File: config.mk
export PLATFORM = sky130hd
export DESIGN_NAME = double_clap_detector
export DESIGN_NICKNAME = d
export VERILOG_FILES = /design/src/rtl/core/dcd_pkg.sv /design/src/rtl/core/dcd_front.sv /design/src/rtl/core/dcd_back.sv /design/src/rtl/core/double_clap_detector.sv
export SDC_FILE = /design/constraint.sdc
export NUM_CORES = 2
export LEC_CHECK = 0
export BUFFER_PORTS_ARGS = -buffer_cell sky130_fd_sc_hd__clkbuf_2
export CAP_MARGIN = 20
export CORE_MARGIN = 4
export CORE_UTILIZATION = 65
export CTS_CLUSTER_DIAMETER = 200
export CTS_CLUSTER_SIZE = 8
export DETAILED_ROUTE_END_ITERATION = 12
export PLACE_DENSITY_LB_ADDON = 0.1
export SYNTH_ARGS = -nofsm -noshare
export SYNTH_HDL_FRONTEND = slang
export SYNTH_HIERARCHICAL = 1
export SYNTH_SLANG_ARGS = --single-unit
File: constraint.sdc
create_clock -name clk -period 14.34 [get_ports clk]
set_input_delay 0.717 -clock clk [delete_from_list [all_inputs] [get_ports clk]]
set_output_delay 0.717 -clock clk [all_outputs]
set_load 0.05 [all_outputs]
File: src/rtl/core/dcd_pkg.sv
// Package for the double clap detector.
// It holds the transaction structs, the configuration struct, the register index, mode
// and sequencer enums and the fixed-point constants. It depends on nothing.
`default_nettype none
package dcd_pkg;

	localparam int LVL_W = 26;
	localparam int THR_W = 30;

	typedef struct packed {
		logic [9:0]  sample;
		logic [31:0] now_ms;
	} item_t;

	typedef struct packed {
		logic        double_clap;
		logic        waiting_second;
		logic [31:0] first_clap_time;
	} result_t;

	typedef struct packed {
		logic [9:0]  lockout_ms;
		logic [11:0] gap_min_ms;
		logic [11:0] fast_gap_min_ms;
		logic [15:0] gap_max_ms;
		logic [15:0] listen_timeout_ms;
		logic [11:0] cooldown_ms;
		logic [7:0]  quiet_rearm_ms;
		logic        fast_enable;
	} cfg_t;

	typedef struct packed {
		logic    res_valid;
		result_t res;
	} back_out_t;

	typedef enum logic [2:0] {
		REG_LOCKOUT      = 3'd0,
		REG_GAP_MIN      = 3'd1,
		REG_FAST_GAP_MIN = 3'd2,
		REG_GAP_MAX      = 3'd3,
		REG_TIMEOUT      = 3'd4,
		REG_COOLDOWN     = 3'd5,
		REG_QUIET_REARM  = 3'd6,
		REG_FAST_ENABLE  = 3'd7
	} reg_idx_t;

	typedef enum logic [1:0] {
		MODE_IDLE    = 2'd0,
		MODE_RELEASE = 2'd1,
		MODE_SECOND  = 2'd2
	} mode_t;

	typedef enum logic [3:0] {
		ST_IDLE,
		ST_WR,
		ST_SCAN,
		ST_THR,
		ST_REL_DEV,
		ST_REL_SW,
		ST_L_BASE,
		ST_L_DEV,
		ST_L_SW,
		ST_DEC
	} seq_t;

	localparam logic [THR_W-1:0] Q_18 = THR_W'(18 * 65536);
	localparam logic [THR_W-1:0] Q_24 = THR_W'(24 * 65536);
	localparam logic [THR_W-1:0] Q_14 = THR_W'(14 * 65536);
	localparam logic [THR_W-1:0] Q_16 = THR_W'(16 * 65536);
	localparam logic [THR_W-1:0] Q_10 = THR_W'(10 * 65536);
	localparam logic [THR_W-1:0] Q_6  = THR_W'(6 * 65536);
	localparam logic [THR_W-1:0] Q_4  = THR_W'(4 * 65536);
	localparam logic [THR_W-1:0] Q_22 = THR_W'(22 * 65536);
	localparam logic [THR_W-1:0] Q_26 = THR_W'(26 * 65536);
	localparam logic [LVL_W-1:0] SW_MIN  = LVL_W'(2 * 65536);
	localparam logic [LVL_W-1:0] SW_MAX  = LVL_W'(80 * 65536);
	localparam logic [LVL_W-1:0] DEV_MIN = LVL_W'(39322);
	localparam logic [LVL_W-1:0] DEVF_RST = LVL_W'(65536);
	localparam logic [LVL_W-1:0] SWF_RST  = LVL_W'(6 * 65536);
	localparam logic [16:0] K_RELEASE = 17'd43254;
	localparam logic [16:0] K_BASE    = 17'd393;
	localparam logic [16:0] K_FLOOR   = 17'd983;
	localparam logic [31:0] LEARN_HOLDOFF = 32'd250;

endpackage
`default_nettype wire

File: src/rtl/core/dcd_front.sv
// Front of the double clap detector: a two-entry queue of sample transactions.
// Depends on dcd_pkg.
`default_nettype none
module dcd_front (
	input  wire logic          clk,
	input  wire logic          arst_n,
	input  wire logic          push,
	input  dcd_pkg::item_t     item,
	output logic               full,
	input  wire logic          take,
	output logic               avail,
	output dcd_pkg::item_t     head
);
	dcd_pkg::item_t ent_q [2];
	logic           wr_ptr_q, rd_ptr_q;
	logic [1:0]     cnt_q;
	logic           do_push, do_take;

	assign full    = (cnt_q == 2'd2);
	assign avail   = (cnt_q != 2'd0);
	assign head    = ent_q[rd_ptr_q];
	assign do_push = push && !full;
	assign do_take = take && avail;

	always_ff @(posedge clk) begin
		if (do_push) begin
			ent_q[wr_ptr_q] <= item;
		end
	end

	always_ff @(posedge clk or negedge arst_n) begin
		if (!arst_n) begin
			wr_ptr_q <= 1'b0;
			rd_ptr_q <= 1'b0;
			cnt_q    <= 2'd0;
		end else begin
			if (do_push) wr_ptr_q <= !wr_ptr_q;
			if (do_take) rd_ptr_q <= !rd_ptr_q;
			cnt_q <= cnt_q + {1'b0, do_push} - {1'b0, do_take};
		end
	end
endmodule
`default_nettype wire

File: src/rtl/core/dcd_back.sv
// Back of the double clap detector: ring window, window scan, thresholds,
// floor learning on one shared multiplier, and the clap state machine.
// Depends on dcd_pkg.
`default_nettype none
module dcd_back #(
	parameter int WINDOW_SAMPLES = 32
) (
	input  wire logic            clk,
	input  wire logic            arst_n,
	input  dcd_pkg::cfg_t        cfg,
	input  wire logic            avail,
	input  dcd_pkg::item_t       head,
	input  wire logic            out_busy,
	output logic                 take,
	output dcd_pkg::back_out_t   bo
);
	localparam int AW = $clog2(WINDOW_SAMPLES);
	localparam int FW = $clog2(WINDOW_SAMPLES + 1);
	localparam int LW = dcd_pkg::LVL_W;
	localparam int TW = dcd_pkg::THR_W;

	dcd_pkg::seq_t  st_q, st_d;
	dcd_pkg::mode_t mode_q;
	dcd_pkg::item_t cur_q;

	logic [9:0]    mem [WINDOW_SAMPLES];
	logic [AW-1:0] head_q;
	logic [FW-1:0] fill_q, idx_q;
	logic          rd_vld_s1;
	logic [9:0]    rd_data_s1;
	logic [9:0]    wmin_q, wmax_q;

	logic [LW-1:0] base_q, devf_q, swf_q, dev_q, p2p_q;
	logic [TW-1:0] fdev_q, fsw_q, sdev_q, ssw_q, rel_dev_q;
	logic          quiet_q, learn_q;
	logic signed [47:0] prod_q;
	logic [31:0]   lastc_q, stamp_q, qsince_q, toggle_q;
	logic          qv_q;

	logic signed [30:0] mul_a;
	logic signed [16:0] mul_b;
	logic signed [47:0] rnd_full;
	logic signed [33:0] rnd;
	logic [LW-1:0] raw_q16;
	logic          quiet_now;
	logic [30:0]   devf9;
	logic [TW-1:0] fdev_c, fsw_c, sdev_c, ssw_c;
	logic [LW-1:0] new_base, new_devf, new_swf;

	// decision outputs
	dcd_pkg::mode_t nx_mode;
	logic [31:0] nx_lastc, nx_stamp, nx_qsince, nx_toggle;
	logic        nx_qv, dclap;
	logic        locked, first_cand, second_cand, fast;
	logic [31:0] dt;

	function automatic logic [LW-1:0] clamp_lvl(input logic signed [33:0] x);
		logic [LW-1:0] r;
		if (x < 0) r = '0;
		else if (x > 34'sd67108863) r = '1;
		else r = x[LW-1:0];
		return r;
	endfunction

	assign raw_q16 = {cur_q.sample, 16'd0};
	assign take    = (st_q == dcd_pkg::ST_IDLE) && avail && !out_busy;

	// ring memory: one write port, one registered read port
	always_ff @(posedge clk) begin
		if (st_q == dcd_pkg::ST_WR) begin
			mem[head_q] <= cur_q.sample;
		end
		rd_data_s1 <= mem[idx_q[AW-1:0]];
	end

	// shared multiplier operands
	always_comb begin
		mul_a = '0;
		mul_b = '0;
		case (st_q)
			dcd_pkg::ST_REL_DEV: begin
				mul_a = signed'({1'b0, sdev_q});
				mul_b = signed'(dcd_pkg::K_RELEASE);
			end
			dcd_pkg::ST_REL_SW: begin
				mul_a = signed'({1'b0, ssw_q});
				mul_b = signed'(dcd_pkg::K_RELEASE);
			end
			dcd_pkg::ST_L_BASE: begin
				mul_a = signed'(31'(raw_q16)) - signed'(31'(base_q));
				mul_b = signed'(dcd_pkg::K_BASE);
			end
			dcd_pkg::ST_L_DEV: begin
				mul_a = signed'(31'(dev_q)) - signed'(31'(devf_q));
				mul_b = signed'(dcd_pkg::K_FLOOR);
			end
			dcd_pkg::ST_L_SW: begin
				mul_a = signed'(31'(p2p_q)) - signed'(31'(swf_q));
				mul_b = signed'(dcd_pkg::K_FLOOR);
			end
			default: begin
				mul_a = '0;
				mul_b = '0;
			end
		endcase
	end

	// divide by 65536, nearest, ties up
	assign rnd_full  = (prod_q + 48'sd32768) >>> 16;
	assign rnd       = rnd_full[33:0];
	assign quiet_now = ({4'd0, dev_q} <= rel_dev_q) && ({4'd0, p2p_q} <= rnd[TW-1:0]);

	// thresholds from the floors
	always_comb begin
		devf9  = 31'(devf_q) * 31'd9 + 31'd1;
		fdev_c = TW'(devf_q) * TW'(6) + dcd_pkg::Q_6;
		if (fdev_c < dcd_pkg::Q_18) fdev_c = dcd_pkg::Q_18;
		sdev_c = devf9[TW:1] + dcd_pkg::Q_6;
		if (sdev_c < dcd_pkg::Q_14) sdev_c = dcd_pkg::Q_14;
		fsw_c = TW'(swf_q) * TW'(4) + dcd_pkg::Q_4;
		if (fsw_c < dcd_pkg::Q_24) fsw_c = dcd_pkg::Q_24;
		ssw_c = TW'(swf_q) * TW'(3) + dcd_pkg::Q_4;
		if (ssw_c < dcd_pkg::Q_16) ssw_c = dcd_pkg::Q_16;
	end

	// learning updates
	always_comb begin
		new_base = clamp_lvl(signed'(34'(base_q)) + rnd);
		new_devf = clamp_lvl(signed'(34'(devf_q)) + rnd);
		if (new_devf < dcd_pkg::DEV_MIN) new_devf = dcd_pkg::DEV_MIN;
		new_swf = clamp_lvl(signed'(34'(swf_q)) + rnd);
		if (new_swf < dcd_pkg::SW_MIN) new_swf = dcd_pkg::SW_MIN;
		if (new_swf > dcd_pkg::SW_MAX) new_swf = dcd_pkg::SW_MAX;
	end

	// clap decision
	always_comb begin
		nx_mode   = mode_q;
		nx_lastc  = lastc_q;
		nx_stamp  = stamp_q;
		nx_qsince = qsince_q;
		nx_toggle = toggle_q;
		nx_qv     = qv_q;
		dclap     = 1'b0;
		dt        = cur_q.now_ms - stamp_q;
		locked    = (cur_q.now_ms - lastc_q) < {22'd0, cfg.lockout_ms};
		first_cand = !locked && (({4'd0, dev_q} >= fdev_q) ||
			(({4'd0, p2p_q} >= fsw_q) && ({4'd0, dev_q} >= dcd_pkg::Q_10)));
		second_cand = !locked && (({4'd0, dev_q} >= sdev_q) ||
			(({4'd0, p2p_q} >= ssw_q) && ({4'd0, dev_q} >= dcd_pkg::Q_6)));
		fast = cfg.fast_enable && !locked && (dt >= {20'd0, cfg.fast_gap_min_ms}) &&
			(dt <= {16'd0, cfg.gap_max_ms}) &&
			({4'd0, dev_q} >= sdev_q) && ({4'd0, dev_q} >= dcd_pkg::Q_22) &&
			({4'd0, p2p_q} >= ssw_q) && ({4'd0, p2p_q} >= dcd_pkg::Q_26);
		unique case (mode_q)
			dcd_pkg::MODE_RELEASE: begin
				if (fast) begin
					nx_mode   = dcd_pkg::MODE_IDLE;
					nx_lastc  = cur_q.now_ms;
					nx_toggle = cur_q.now_ms;
					nx_qv     = 1'b0;
					dclap     = 1'b1;
				end else begin
					if (quiet_q) begin
						if (!qv_q) begin
							nx_qsince = cur_q.now_ms;
							nx_qv     = 1'b1;
						end
						if ((cur_q.now_ms - nx_qsince) >= {24'd0, cfg.quiet_rearm_ms})
							nx_mode = dcd_pkg::MODE_SECOND;
					end else begin
						nx_qv = 1'b0;
					end
					if (dt > {16'd0, cfg.listen_timeout_ms}) begin
						nx_mode = dcd_pkg::MODE_IDLE;
						nx_qv   = 1'b0;
					end
				end
			end
			dcd_pkg::MODE_SECOND: begin
				if (second_cand && (dt >= {20'd0, cfg.gap_min_ms}) &&
						(dt <= {16'd0, cfg.gap_max_ms})) begin
					nx_mode   = dcd_pkg::MODE_IDLE;
					nx_lastc  = cur_q.now_ms;
					nx_toggle = cur_q.now_ms;
					nx_qv     = 1'b0;
					dclap     = 1'b1;
				end else if ((dt > {16'd0, cfg.gap_max_ms}) && first_cand) begin
					nx_mode  = dcd_pkg::MODE_RELEASE;
					nx_stamp = cur_q.now_ms;
					nx_lastc = cur_q.now_ms;
					nx_qv    = 1'b0;
				end else if (dt > {16'd0, cfg.listen_timeout_ms}) begin
					nx_mode = dcd_pkg::MODE_IDLE;
					nx_qv   = 1'b0;
				end
			end
			default: begin
				nx_mode = dcd_pkg::MODE_IDLE;
				if (first_cand && ((cur_q.now_ms - toggle_q) > {20'd0, cfg.cooldown_ms})) begin
					nx_mode  = dcd_pkg::MODE_RELEASE;
					nx_stamp = cur_q.now_ms;
					nx_lastc = cur_q.now_ms;
					nx_qv    = 1'b0;
				end
			end
		endcase
	end

	// sequencer next state
	always_comb begin
		st_d = st_q;
		unique case (st_q)
			dcd_pkg::ST_IDLE:    if (take) st_d = dcd_pkg::ST_WR;
			dcd_pkg::ST_WR:      st_d = dcd_pkg::ST_SCAN;
			dcd_pkg::ST_SCAN:    if (idx_q == fill_q && !rd_vld_s1) st_d = dcd_pkg::ST_THR;
			dcd_pkg::ST_THR:     st_d = dcd_pkg::ST_REL_DEV;
			dcd_pkg::ST_REL_DEV: st_d = dcd_pkg::ST_REL_SW;
			dcd_pkg::ST_REL_SW:  st_d = dcd_pkg::ST_L_BASE;
			dcd_pkg::ST_L_BASE:  st_d = dcd_pkg::ST_L_DEV;
			dcd_pkg::ST_L_DEV:   st_d = dcd_pkg::ST_L_SW;
			dcd_pkg::ST_L_SW:    st_d = dcd_pkg::ST_DEC;
			dcd_pkg::ST_DEC:     st_d = dcd_pkg::ST_IDLE;
			default:             st_d = dcd_pkg::ST_IDLE;
		endcase
	end

	always_ff @(posedge clk or negedge arst_n) begin
		if (!arst_n) begin
			st_q      <= dcd_pkg::ST_IDLE;
			mode_q    <= dcd_pkg::MODE_IDLE;
			head_q    <= '0;
			fill_q    <= '0;
			idx_q     <= '0;
			rd_vld_s1 <= 1'b0;
			base_q    <= '0;
			devf_q    <= dcd_pkg::DEVF_RST;
			swf_q     <= dcd_pkg::SWF_RST;
			lastc_q   <= '0;
			stamp_q   <= '0;
			qsince_q  <= '0;
			toggle_q  <= '0;
			qv_q      <= 1'b0;
			bo        <= '0;
		end else begin
			st_q         <= st_d;
			bo.res_valid <= 1'b0;
			rd_vld_s1    <= 1'b0;
			case (st_q)
				dcd_pkg::ST_WR: begin
					head_q <= (head_q == AW'(WINDOW_SAMPLES - 1)) ? '0 : head_q + 1'b1;
					if (fill_q != FW'(WINDOW_SAMPLES)) fill_q <= fill_q + 1'b1;
					if (base_q == '0) base_q <= raw_q16;
					idx_q <= '0;
				end
				dcd_pkg::ST_SCAN: begin
					if (idx_q != fill_q) begin
						idx_q     <= idx_q + 1'b1;
						rd_vld_s1 <= 1'b1;
					end
				end
				// each product lands in prod_q in the cycle after its operands were issued
				dcd_pkg::ST_L_DEV: begin
					if (learn_q) base_q <= new_base;
				end
				dcd_pkg::ST_L_SW: begin
					if (learn_q) devf_q <= new_devf;
				end
				dcd_pkg::ST_DEC: begin
					if (learn_q) swf_q <= new_swf;
					mode_q   <= nx_mode;
					lastc_q  <= nx_lastc;
					stamp_q  <= nx_stamp;
					qsince_q <= nx_qsince;
					toggle_q <= nx_toggle;
					qv_q     <= nx_qv;
					bo.res_valid           <= 1'b1;
					bo.res.double_clap     <= dclap;
					bo.res.waiting_second  <= (nx_mode == dcd_pkg::MODE_RELEASE) ||
						(nx_mode == dcd_pkg::MODE_SECOND);
					bo.res.first_clap_time <= nx_stamp;
				end
				default: ;
			endcase
		end
	end

	// datapath registers
	always_ff @(posedge clk) begin
		prod_q <= mul_a * mul_b;
		if (take) cur_q <= head;
		case (st_q)
			dcd_pkg::ST_WR: begin
				wmin_q <= 10'h3FF;
				wmax_q <= 10'h000;
			end
			dcd_pkg::ST_SCAN: begin
				if (rd_vld_s1) begin
					if (rd_data_s1 < wmin_q) wmin_q <= rd_data_s1;
					if (rd_data_s1 > wmax_q) wmax_q <= rd_data_s1;
				end
			end
			dcd_pkg::ST_THR: begin
				dev_q  <= (raw_q16 >= base_q) ? raw_q16 - base_q : base_q - raw_q16;
				p2p_q  <= {wmax_q - wmin_q, 16'd0};
				fdev_q <= fdev_c;
				fsw_q  <= fsw_c;
				sdev_q <= sdev_c;
				ssw_q  <= ssw_c;
			end
			dcd_pkg::ST_REL_SW: begin
				rel_dev_q <= rnd[TW-1:0];
			end
			dcd_pkg::ST_L_BASE: begin
				quiet_q <= quiet_now;
				learn_q <= quiet_now && ((cur_q.now_ms - lastc_q) >= dcd_pkg::LEARN_HOLDOFF);
			end
			default: ;
		endcase
	end
endmodule
`default_nettype wire

File: src/rtl/core/double_clap_detector.sv
// Double clap detector, top level: configuration registers, input queue, processing
// back end and result register. Depends on dcd_pkg, dcd_front and dcd_back.
//
// Push one microphone sample with its millisecond timestamp per transaction; every
// sample yields exactly one result transaction carrying the double clap flag, the
// waiting-for-second-clap flag and the time of the latest first clap. The time a
// sample spends in the back end grows with the window fill, set by the peak-to-peak scan
// that reads the filled window entries one per cycle through the single read port of
// the ring memory; thresholds and floor learning then share one multiplier in turn.
// A two-entry queue takes samples while the back end works, and a result register
// holds a finished result until it is popped; the back end starts the next sample
// only once that register is free.
// Configuration writes take effect at once and must be issued only while the block
// is idle.
`default_nettype none
module double_clap_detector #(
	parameter int WINDOW_SAMPLES = 32
) (
	input  wire logic            clk,
	input  wire logic            arst_n,
	input  wire logic            push,
	input  dcd_pkg::item_t       sample_item,
	output logic                 full,
	output logic                 empty,
	input  wire logic            pop,
	output dcd_pkg::result_t     result,
	input  wire logic            cfg_we,
	input  wire logic [2:0]      cfg_idx,
	input  wire logic [15:0]     cfg_data
);
	dcd_pkg::cfg_t      cfg_q;
	dcd_pkg::item_t     head;
	dcd_pkg::back_out_t bo;
	logic               avail, take, out_v_q, out_busy;

	// configuration registers, masked to their widths
	always_ff @(posedge clk or negedge arst_n) begin
		if (!arst_n) begin
			cfg_q.lockout_ms        <= 10'd80;
			cfg_q.gap_min_ms        <= 12'd70;
			cfg_q.fast_gap_min_ms   <= 12'd115;
			cfg_q.gap_max_ms        <= 16'd1900;
			cfg_q.listen_timeout_ms <= 16'd2000;
			cfg_q.cooldown_ms       <= 12'd350;
			cfg_q.quiet_rearm_ms    <= 8'd8;
			cfg_q.fast_enable       <= 1'b1;
		end else if (cfg_we) begin
			unique case (dcd_pkg::reg_idx_t'(cfg_idx))
				dcd_pkg::REG_LOCKOUT:      cfg_q.lockout_ms        <= cfg_data[9:0];
				dcd_pkg::REG_GAP_MIN:      cfg_q.gap_min_ms        <= cfg_data[11:0];
				dcd_pkg::REG_FAST_GAP_MIN: cfg_q.fast_gap_min_ms   <= cfg_data[11:0];
				dcd_pkg::REG_GAP_MAX:      cfg_q.gap_max_ms        <= cfg_data;
				dcd_pkg::REG_TIMEOUT:      cfg_q.listen_timeout_ms <= cfg_data;
				dcd_pkg::REG_COOLDOWN:     cfg_q.cooldown_ms       <= cfg_data[11:0];
				dcd_pkg::REG_QUIET_REARM:  cfg_q.quiet_rearm_ms    <= cfg_data[7:0];
				dcd_pkg::REG_FAST_ENABLE:  cfg_q.fast_enable       <= cfg_data[0];
				default: ;
			endcase
		end
	end

	dcd_front u_front (
		.clk    (clk),
		.arst_n (arst_n),
		.push   (push),
		.item   (sample_item),
		.full   (full),
		.take   (take),
		.avail  (avail),
		.head   (head)
	);

	// hold the back end while a result is landing or still waiting to be popped
	assign out_busy = out_v_q || bo.res_valid;

	dcd_back #(
		.WINDOW_SAMPLES (WINDOW_SAMPLES)
	) u_back (
		.clk      (clk),
		.arst_n   (arst_n),
		.cfg      (cfg_q),
		.avail    (avail),
		.head     (head),
		.out_busy (out_busy),
		.take     (take),
		.bo       (bo)
	);

	// result register: load from the back end, drop on pop
	always_ff @(posedge clk or negedge arst_n) begin
		if (!arst_n) begin
			out_v_q <= 1'b0;
		end else if (bo.res_valid) begin
			out_v_q <= 1'b1;
		end else if (pop) begin
			out_v_q <= 1'b0;
		end
	end

	always_ff @(posedge clk) begin
		if (bo.res_valid) result <= bo.res;
	end

	assign empty = !out_v_q;

	// a finished result never lands on one still waiting
	a_no_overwrite: assert property (@(posedge clk) disable iff (!arst_n)
		bo.res_valid |-> !out_v_q)
		else $error("result register overwritten");

	// a double clap always leaves the detector idle
	a_dclap_idle: assert property (@(posedge clk) disable iff (!arst_n)
		(!empty && result.double_clap) |-> !result.waiting_second)
		else $error("double clap reported while waiting");

	// the back end takes a transaction only when the queue holds one and no result is waiting
	a_take_avail: assert property (@(posedge clk) disable iff (!arst_n)
		take |-> (avail && !out_v_q))
		else $error("take without a queued transaction");

	// a result shows up on the next edge
	a_result_visible: assert property (@(posedge clk) disable iff (!arst_n)
		bo.res_valid |=> !empty)
		else $error("result lost");
endmodule
`default_nettype wire

# Word level (Yosys, flattened, before mapping)
# Memory sizes are Yosys's and may differ from the RTL's. A register that Yosys moved wholly into a read port is not among the register bits.
# Index checks and enable logic that the tools add are counted.
# word_totals
output_inout_bits,36
ramBits,404
latch_bits,0
romBits,0
mem_count,2
reg_bits,616
in_bits,66
# classes
n_mul,4
div,0
reduce_logical,64
n_addsub,24
n_lt_le_gt_ge,35
shifts,0
mux,71
bitwise_logic,1
n_eq_ne,37
# mem_list
memory,depth,word_bits,read_ports,rd_clocked_by_memory_dff,wr,line_no,source
u_back.mem,32,10,1,1,1,dcd_back.sv:26,logic [9:0] mem [WINDOW_SAMPLES];
u_front.ent_q,2,42,1,1,1,dcd_front.sv:14,dcd_pkg::item_t ent_q [2];
# op_table
op,count
32-bit 2-to-1 mux,12
26-bit 2-to-1 mux,12
32-bit one-hot mux with 2 select lines,3
31-bit one-hot mux with 5 select lines,1
32-bit subtractor,4
26-bit by 30-bit >= comparator with 1-bit output,4
"34-bit by 27-bit greater-than comparator with 1-bit output, second input constant",3
"34-bit by 1-bit less-than comparator with 1-bit output, second input constant",3
27-bit by 32-bit adder with 33-bit output,3
"30-bit by 21-bit less-than comparator with 1-bit output, second input constant",3
26-bit by 26-bit subtractor with 27-bit output,3
32-bit by 12-bit >= comparator with 1-bit output,2
32-bit by 16-bit greater-than comparator with 1-bit output,2
26-bit by 30-bit less-or-equal comparator with 1-bit output,2
"28-bit by 19-bit adder with 29-bit output, second input constant",2
"26-bit by 2-bit multiplier with 28-bit output, second input constant",2
"26-bit by 21-bit >= comparator with 1-bit output, second input constant",2
26-bit one-hot mux with 2 select lines,1
26-bit subtractor,2
"48-bit by 17-bit adder with 48-bit output, second input constant",1
31-bit by 17-bit multiplier with 48-bit output,1
16-bit one-hot mux with 3 select lines,1
10-bit 2-to-1 mux,4
10-bit one-hot mux with 2 select lines,2
other kinds (63),161

# Depth between registers and ports, before layout
# logic_depth
depth_word,22
ltp_mapped,46
mapped_depth_nobuf,45

# Hierarchy
# The synthesis kept the hierarchy.
# modules_own_cells
module,cells_per_inst,area_each_um2,seq_area_each_um2,n_inst
dcd_back,6996,71091.9,23656.4,1
double_clap_detector,230,4595.7,3261.9,1
dcd_front,149,3400.8,2622.5,1

# Worst setup path after synthesis
# Ideal clock, no wire load.
# synth_path
path_kind,register -> register
startpoint,reg u_back.st_q[1]
endpoint,reg u_back.dev_q[0] (enable)
period_less_slack_ns,11.672
path_slack_ns,2.668
stages_incl_launch_ff,4
arrival_time_ns,10.829
cell_sequence,dfrtp_1 clkbuf_1 nand2_1 nor3_1
# synth_via
elab_chain_len,1
# synth_lines
item,line_no,source
from (decl),dcd_back.sv:22,"dcd_pkg::seq_t st_q, st_d;"
from (signal assigned),dcd_back.sv:230,st_q <= dcd_pkg::ST_IDLE;
from (signal assigned),dcd_back.sv:246,st_q <= st_d;
4-bit by 2-bit equality test with 1-bit output,dcd_back.sv:292,case (st_q)
to (signal assigned),dcd_back.sv:304,dev_q <= (raw_q16 >= base_q) ? raw_q16 - base_q : base_q - raw_q16;
to (decl),dcd_back.sv:33,"logic [LW-1:0] base_q, devf_q, swf_q, dev_q, p2p_q;"
# Every way passes these cells.
# A chain may end at the register's enable or synchronous reset.

# Final worst setup path
# layout_path
startpoint,reg u_back.devf_q[1]
endpoint,reg u_back.prod_q[44]
# layout_via
elab_chain_len,3
# layout_lines
item,line_no,source
from (decl),dcd_back.sv:33,
from (signal assigned),dcd_back.sv:237,devf_q <= dcd_pkg::DEVF_RST;
from (signal assigned),dcd_back.sv:267,if (learn_q) devf_q <= new_devf;
26-bit by 26-bit subtractor with 27-bit output,dcd_back.sv:94,mul_a = signed'(31'(dev_q)) - signed'(31'(devf_q));
31-bit one-hot mux with 5 select lines,dcd_back.sv:80,case (st_q)
31-bit by 17-bit multiplier with 48-bit output,dcd_back.sv:290,prod_q <= mul_a * mul_b;
to (signal assigned),dcd_back.sv:290,
to (decl),dcd_back.sv:36,logic signed [47:0] prod_q;
# Every way passes these cells.

==> impl_metrics.json <==
{
  "status": "finished, final reports clean",
  "via_per_inst": 6.42,
  "layout.nets": 8826,
  "synth_top_area_share_pct": 25.9,
  "globalplace.congestion": 1.03,
  "rsz0062_at_grt": "no",
  "synthArstFlopShare_pct": 31.0,
  "vias": 59700,
  "cts_tree": "yes",
  "synth_top_family_by_area": "adder cells",
  "grt_usage_pct": 38.2,
  "post_cts_resized": 0,
  "place_area_um2": 81900,
  "period_share_pct": 78.8,
  "cts.htree.levels": 4,
  "synth_area_leader_cell": "edfxtp_1",
  "crit_buf_inv": 4,
  "antenna_found_initial": 13,
  "synthAdderAreaFrac_pct": 22.4,
  "cts_root_buffer": "clkbuf_16",
  "io_pins": 102,
  "synthDistinctLibCells": 113,
  "grt_overflow": 0,
  "drive_above_1_share_pct": 10.8,
  "wl_per_cell_um": 26.0,
  "worstSkewPairLatency_ns": 0.81,
  "stdcell_area_um2": 86500,
  "portBuffers": 101,
  "synth_area_leaders": "edfxtp_1 26%, ha_1 13%, fa_1 9.7%",
  "drt_iter0_markers": 7100,
  "critPathMaxFanout": 5,
  "drc": 0,
  "syn_to_final_growth_pct": 9.36,
  "path_class": "flip-flop to flip-flop",
  "drv_slew": 0,
  "synth_xor_area_share_pct": 4.46,
  "syn-cell-area_um2": 79100,
  "wl_mm": 241,
  "critPathTopFamily": "compound AO/OA/AOI/OAI gates",
  "synth_compound_area_share_pct": 12.6,
  "fin_tns_setup_ns": 0,
  "synth.most_common_cell": "inv_1",
  "grt_first_pass_wirelength_mm": 366,
  "slowest_delay_ns": 0.65,
  "die_w_um": 357,
  "setup_viol_count_final": 0,
  "clock-sinks": 1051,
  "ys_ff_latch": 1051,
  "chipHeight_um": 357,
  "antenna_left": 0,
  "postCtsSetupRepairBufs": 0,
  "worst_setup_path_end_kind": "flip-flop",
  "start_util_pct": 65.7,
  "relSlewSlack_pct": 15.5,
  "worst_pin_slew_ns": 1.27,
  "grt_max_degree": 151,
  "fin_crit_ns": 11.29,
  "design.die.area_um2": 127000,
  "ys_seq_area_share_pct": 37.4,
  "cp-start-kind": "flip-flop",
  "cp.arrival_ns": 11.98,
  "cts.path.max_buffers": 3,
  "cts-buffers-inserted": 149,
  "clock_skew_ns": 0.0628,
  "maxCapViolations": 0,
  "synthSimpleGateAreaFrac_pct": 10.5,
  "clk_pin_slew_ns": 0.06,
  "cpMostUsedCell": "fa_1",
  "hold_violations": 0,
  "fp-row-count": 127,
  "synthTopCellsByCount": "1048 x inv_1, 802 x ha_1, 682 x edfxtp_1, 410 x nor2_1, 407 x nand2_1",
  "hpwl_mm": 179,
  "postCtsHoldBufs": 1,
  "avgSynthCellArea_um2": 10.7,
  "fmax_mhz": 88.5,
  "required_ns": 15.03,
  "grt_pass1_vias": 59000,
  "hold_path_class": "primary input to flip-flop",
  "yosysWarnings": 6,
  "core_um2": 120000,
  "first_pass_iters": 8,
  "synth_ff_type": "edfxtp_1",
  "synthMuxAreaShare_pct": 6.72,
  "synth_edf_count": 682,
  "syn_inst": 7375,
  "cp_slowest_cell": "o21ai_0"
}
-- area by class of cell --
| type | count | area [µm²] |
|---|---|---|
| flip-flops and latches | 1051 | 29600 |
| clock buffers | 241 | 4070 |
| fillers | 8715 | 34000 |
| multi-input cells | 5099 | 45000 |
| diodes | 7 | 17.5 |
| clock inverters | 16 | 417 |
| well taps | 1612 | 2020 |
| inverters | 1050 | 3940 |
| repair buffers | 223 | 1470 |
-- per-stage QoR --
stage,hold WS (ns),std cells,setup WS [ns],util [%]
floorplan,0.421,7381,2.67,-
global placement,0.462,9022,3.52,68.0
detailed placement,0.475,9024,3.16,68.0
CTS,0.0700,9282,3.13,71.7
global route,0.0772,9294,2.38,71.8
finish,0.113,9299,3.05,71.8
-- layer usage --
| layer | track usage (%) | wire length [µm] | part of all wire, % | up-vias |
|---|---|---|---|---|
| met5 | 0 | 40 | 0.017 | - |
| met4 | 16.6 | 11800 | 4.9 | 6 |
| met3 | 9.09 | 26600 | 11 | 636 |
| met2 | 57.1 | 105000 | 44 | 3231 |
| met1 | 53.6 | 97300 | 40 | 29400 |
| li1 | - | - | - | 26500 |
-- worst reg2reg max path, delay by kind of cell, from the launching register on --
kind,cells,cell delay [ns]
buffers and inverters,4,0.39
adder cells (fa/ha/maj),8,3.70
flip-flops,1,0.43
XOR/XNOR,2,0.35
AO/OA/AOI/OAI,19,5.39
AND/OR/NAND/NOR,5,0.97
-- worst paths after layout --
check / startpoint / endpoint / slack [ns] / depth (start not counted)
worst max register to register: u_back/devf_q[1]$_DFFE_PN0P_ / u_back/prod_q[44]$_DFF_P_ / 3.05 / 38
worst min register to register: u_back/qsince_q[11]$_DFFE_PN0P_ / u_back/qsince_q[11]$_DFFE_PN0P_ / 0.48 / 2
worst min-delay path: sample_item[10] / u_front/ent_q[1][10]$_DFFE_PP_ / 0.11 / 1
max in group asynchronous: arst_n / u_back/idx_q[1]$_DFFE_PN0P_ / 11.59 / 4
worst max-delay path: u_back/devf_q[1]$_DFFE_PN0P_ / u_back/prod_q[44]$_DFF_P_ / 3.05 / 38
min in group asynchronous: arst_n / u_back/swf_q[0]$_DFFE_PN0P_ / 0.54 / 2
-- placed cells by master (no fill, tap or decap), types with 46 or more instances in the layout --
master	n
o21ai_0	280
fa_1	384
a211oi_1	48
nor2_1	408
nand2_1	407
nand3_1	95
nor4_1	50
ha_1	802
buf_4	116
o21a_1	64
o21bai_1	62
nand2b_1	99
nand4_1	79
mux4_2	100
clkbuf_2	100
xnor2_1	228
nor2b_1	86
clkbuf_1	92
a21o_1	190
mux2i_1	48
mux2_4	69
xor2_1	165
edfxtp_1	682
and3_1	60
a21oi_1	395
nor3_1	107
a31oi_1	46
mux2_2	125
and2_1	61
inv_1	1048
dfrtp_1	288
clkbuf_16	149
-- sequential cells by signal, summed over array words and instances (netlist names), 27 cells and up --
| name | count |
|---|---|
| u_back/fsw_q | 27 |
| u_back/lastc_q | 32 |
| u_front/ent_q | 84 |
| u_back/mem | 320 |
| cfg_q | 87 |
| u_back/ssw_q | 28 |
| u_back/sdev_q | 30 |
| u_back/toggle_q | 32 |
| u_back/qsince_q | 32 |
| u_back/stamp_q | 32 |
| u_back/fdev_q | 29 |
| u_back/rel_dev_q | 30 |
| result | 34 |
| u_back/prod_q | 33 |
| u_back/cur_q | 42 |
-- cell families (layout without fill, tap and decap cells) --
kind of cell / Yosys count / after routing
other cells: 2 / 15
simple gates: 1646 / 1646
mux: 354 / 354
buf+inv: 1231 / 1530
fa+ha+maj: 1186 / 1186
xor+xnor: 402 / 402
compound gates: 1503 / 1503
flops: 1051 / 1051
Power is not shown: default switching activity piles up to over one toggle a cycle in this logic, so the estimate is an artifact.
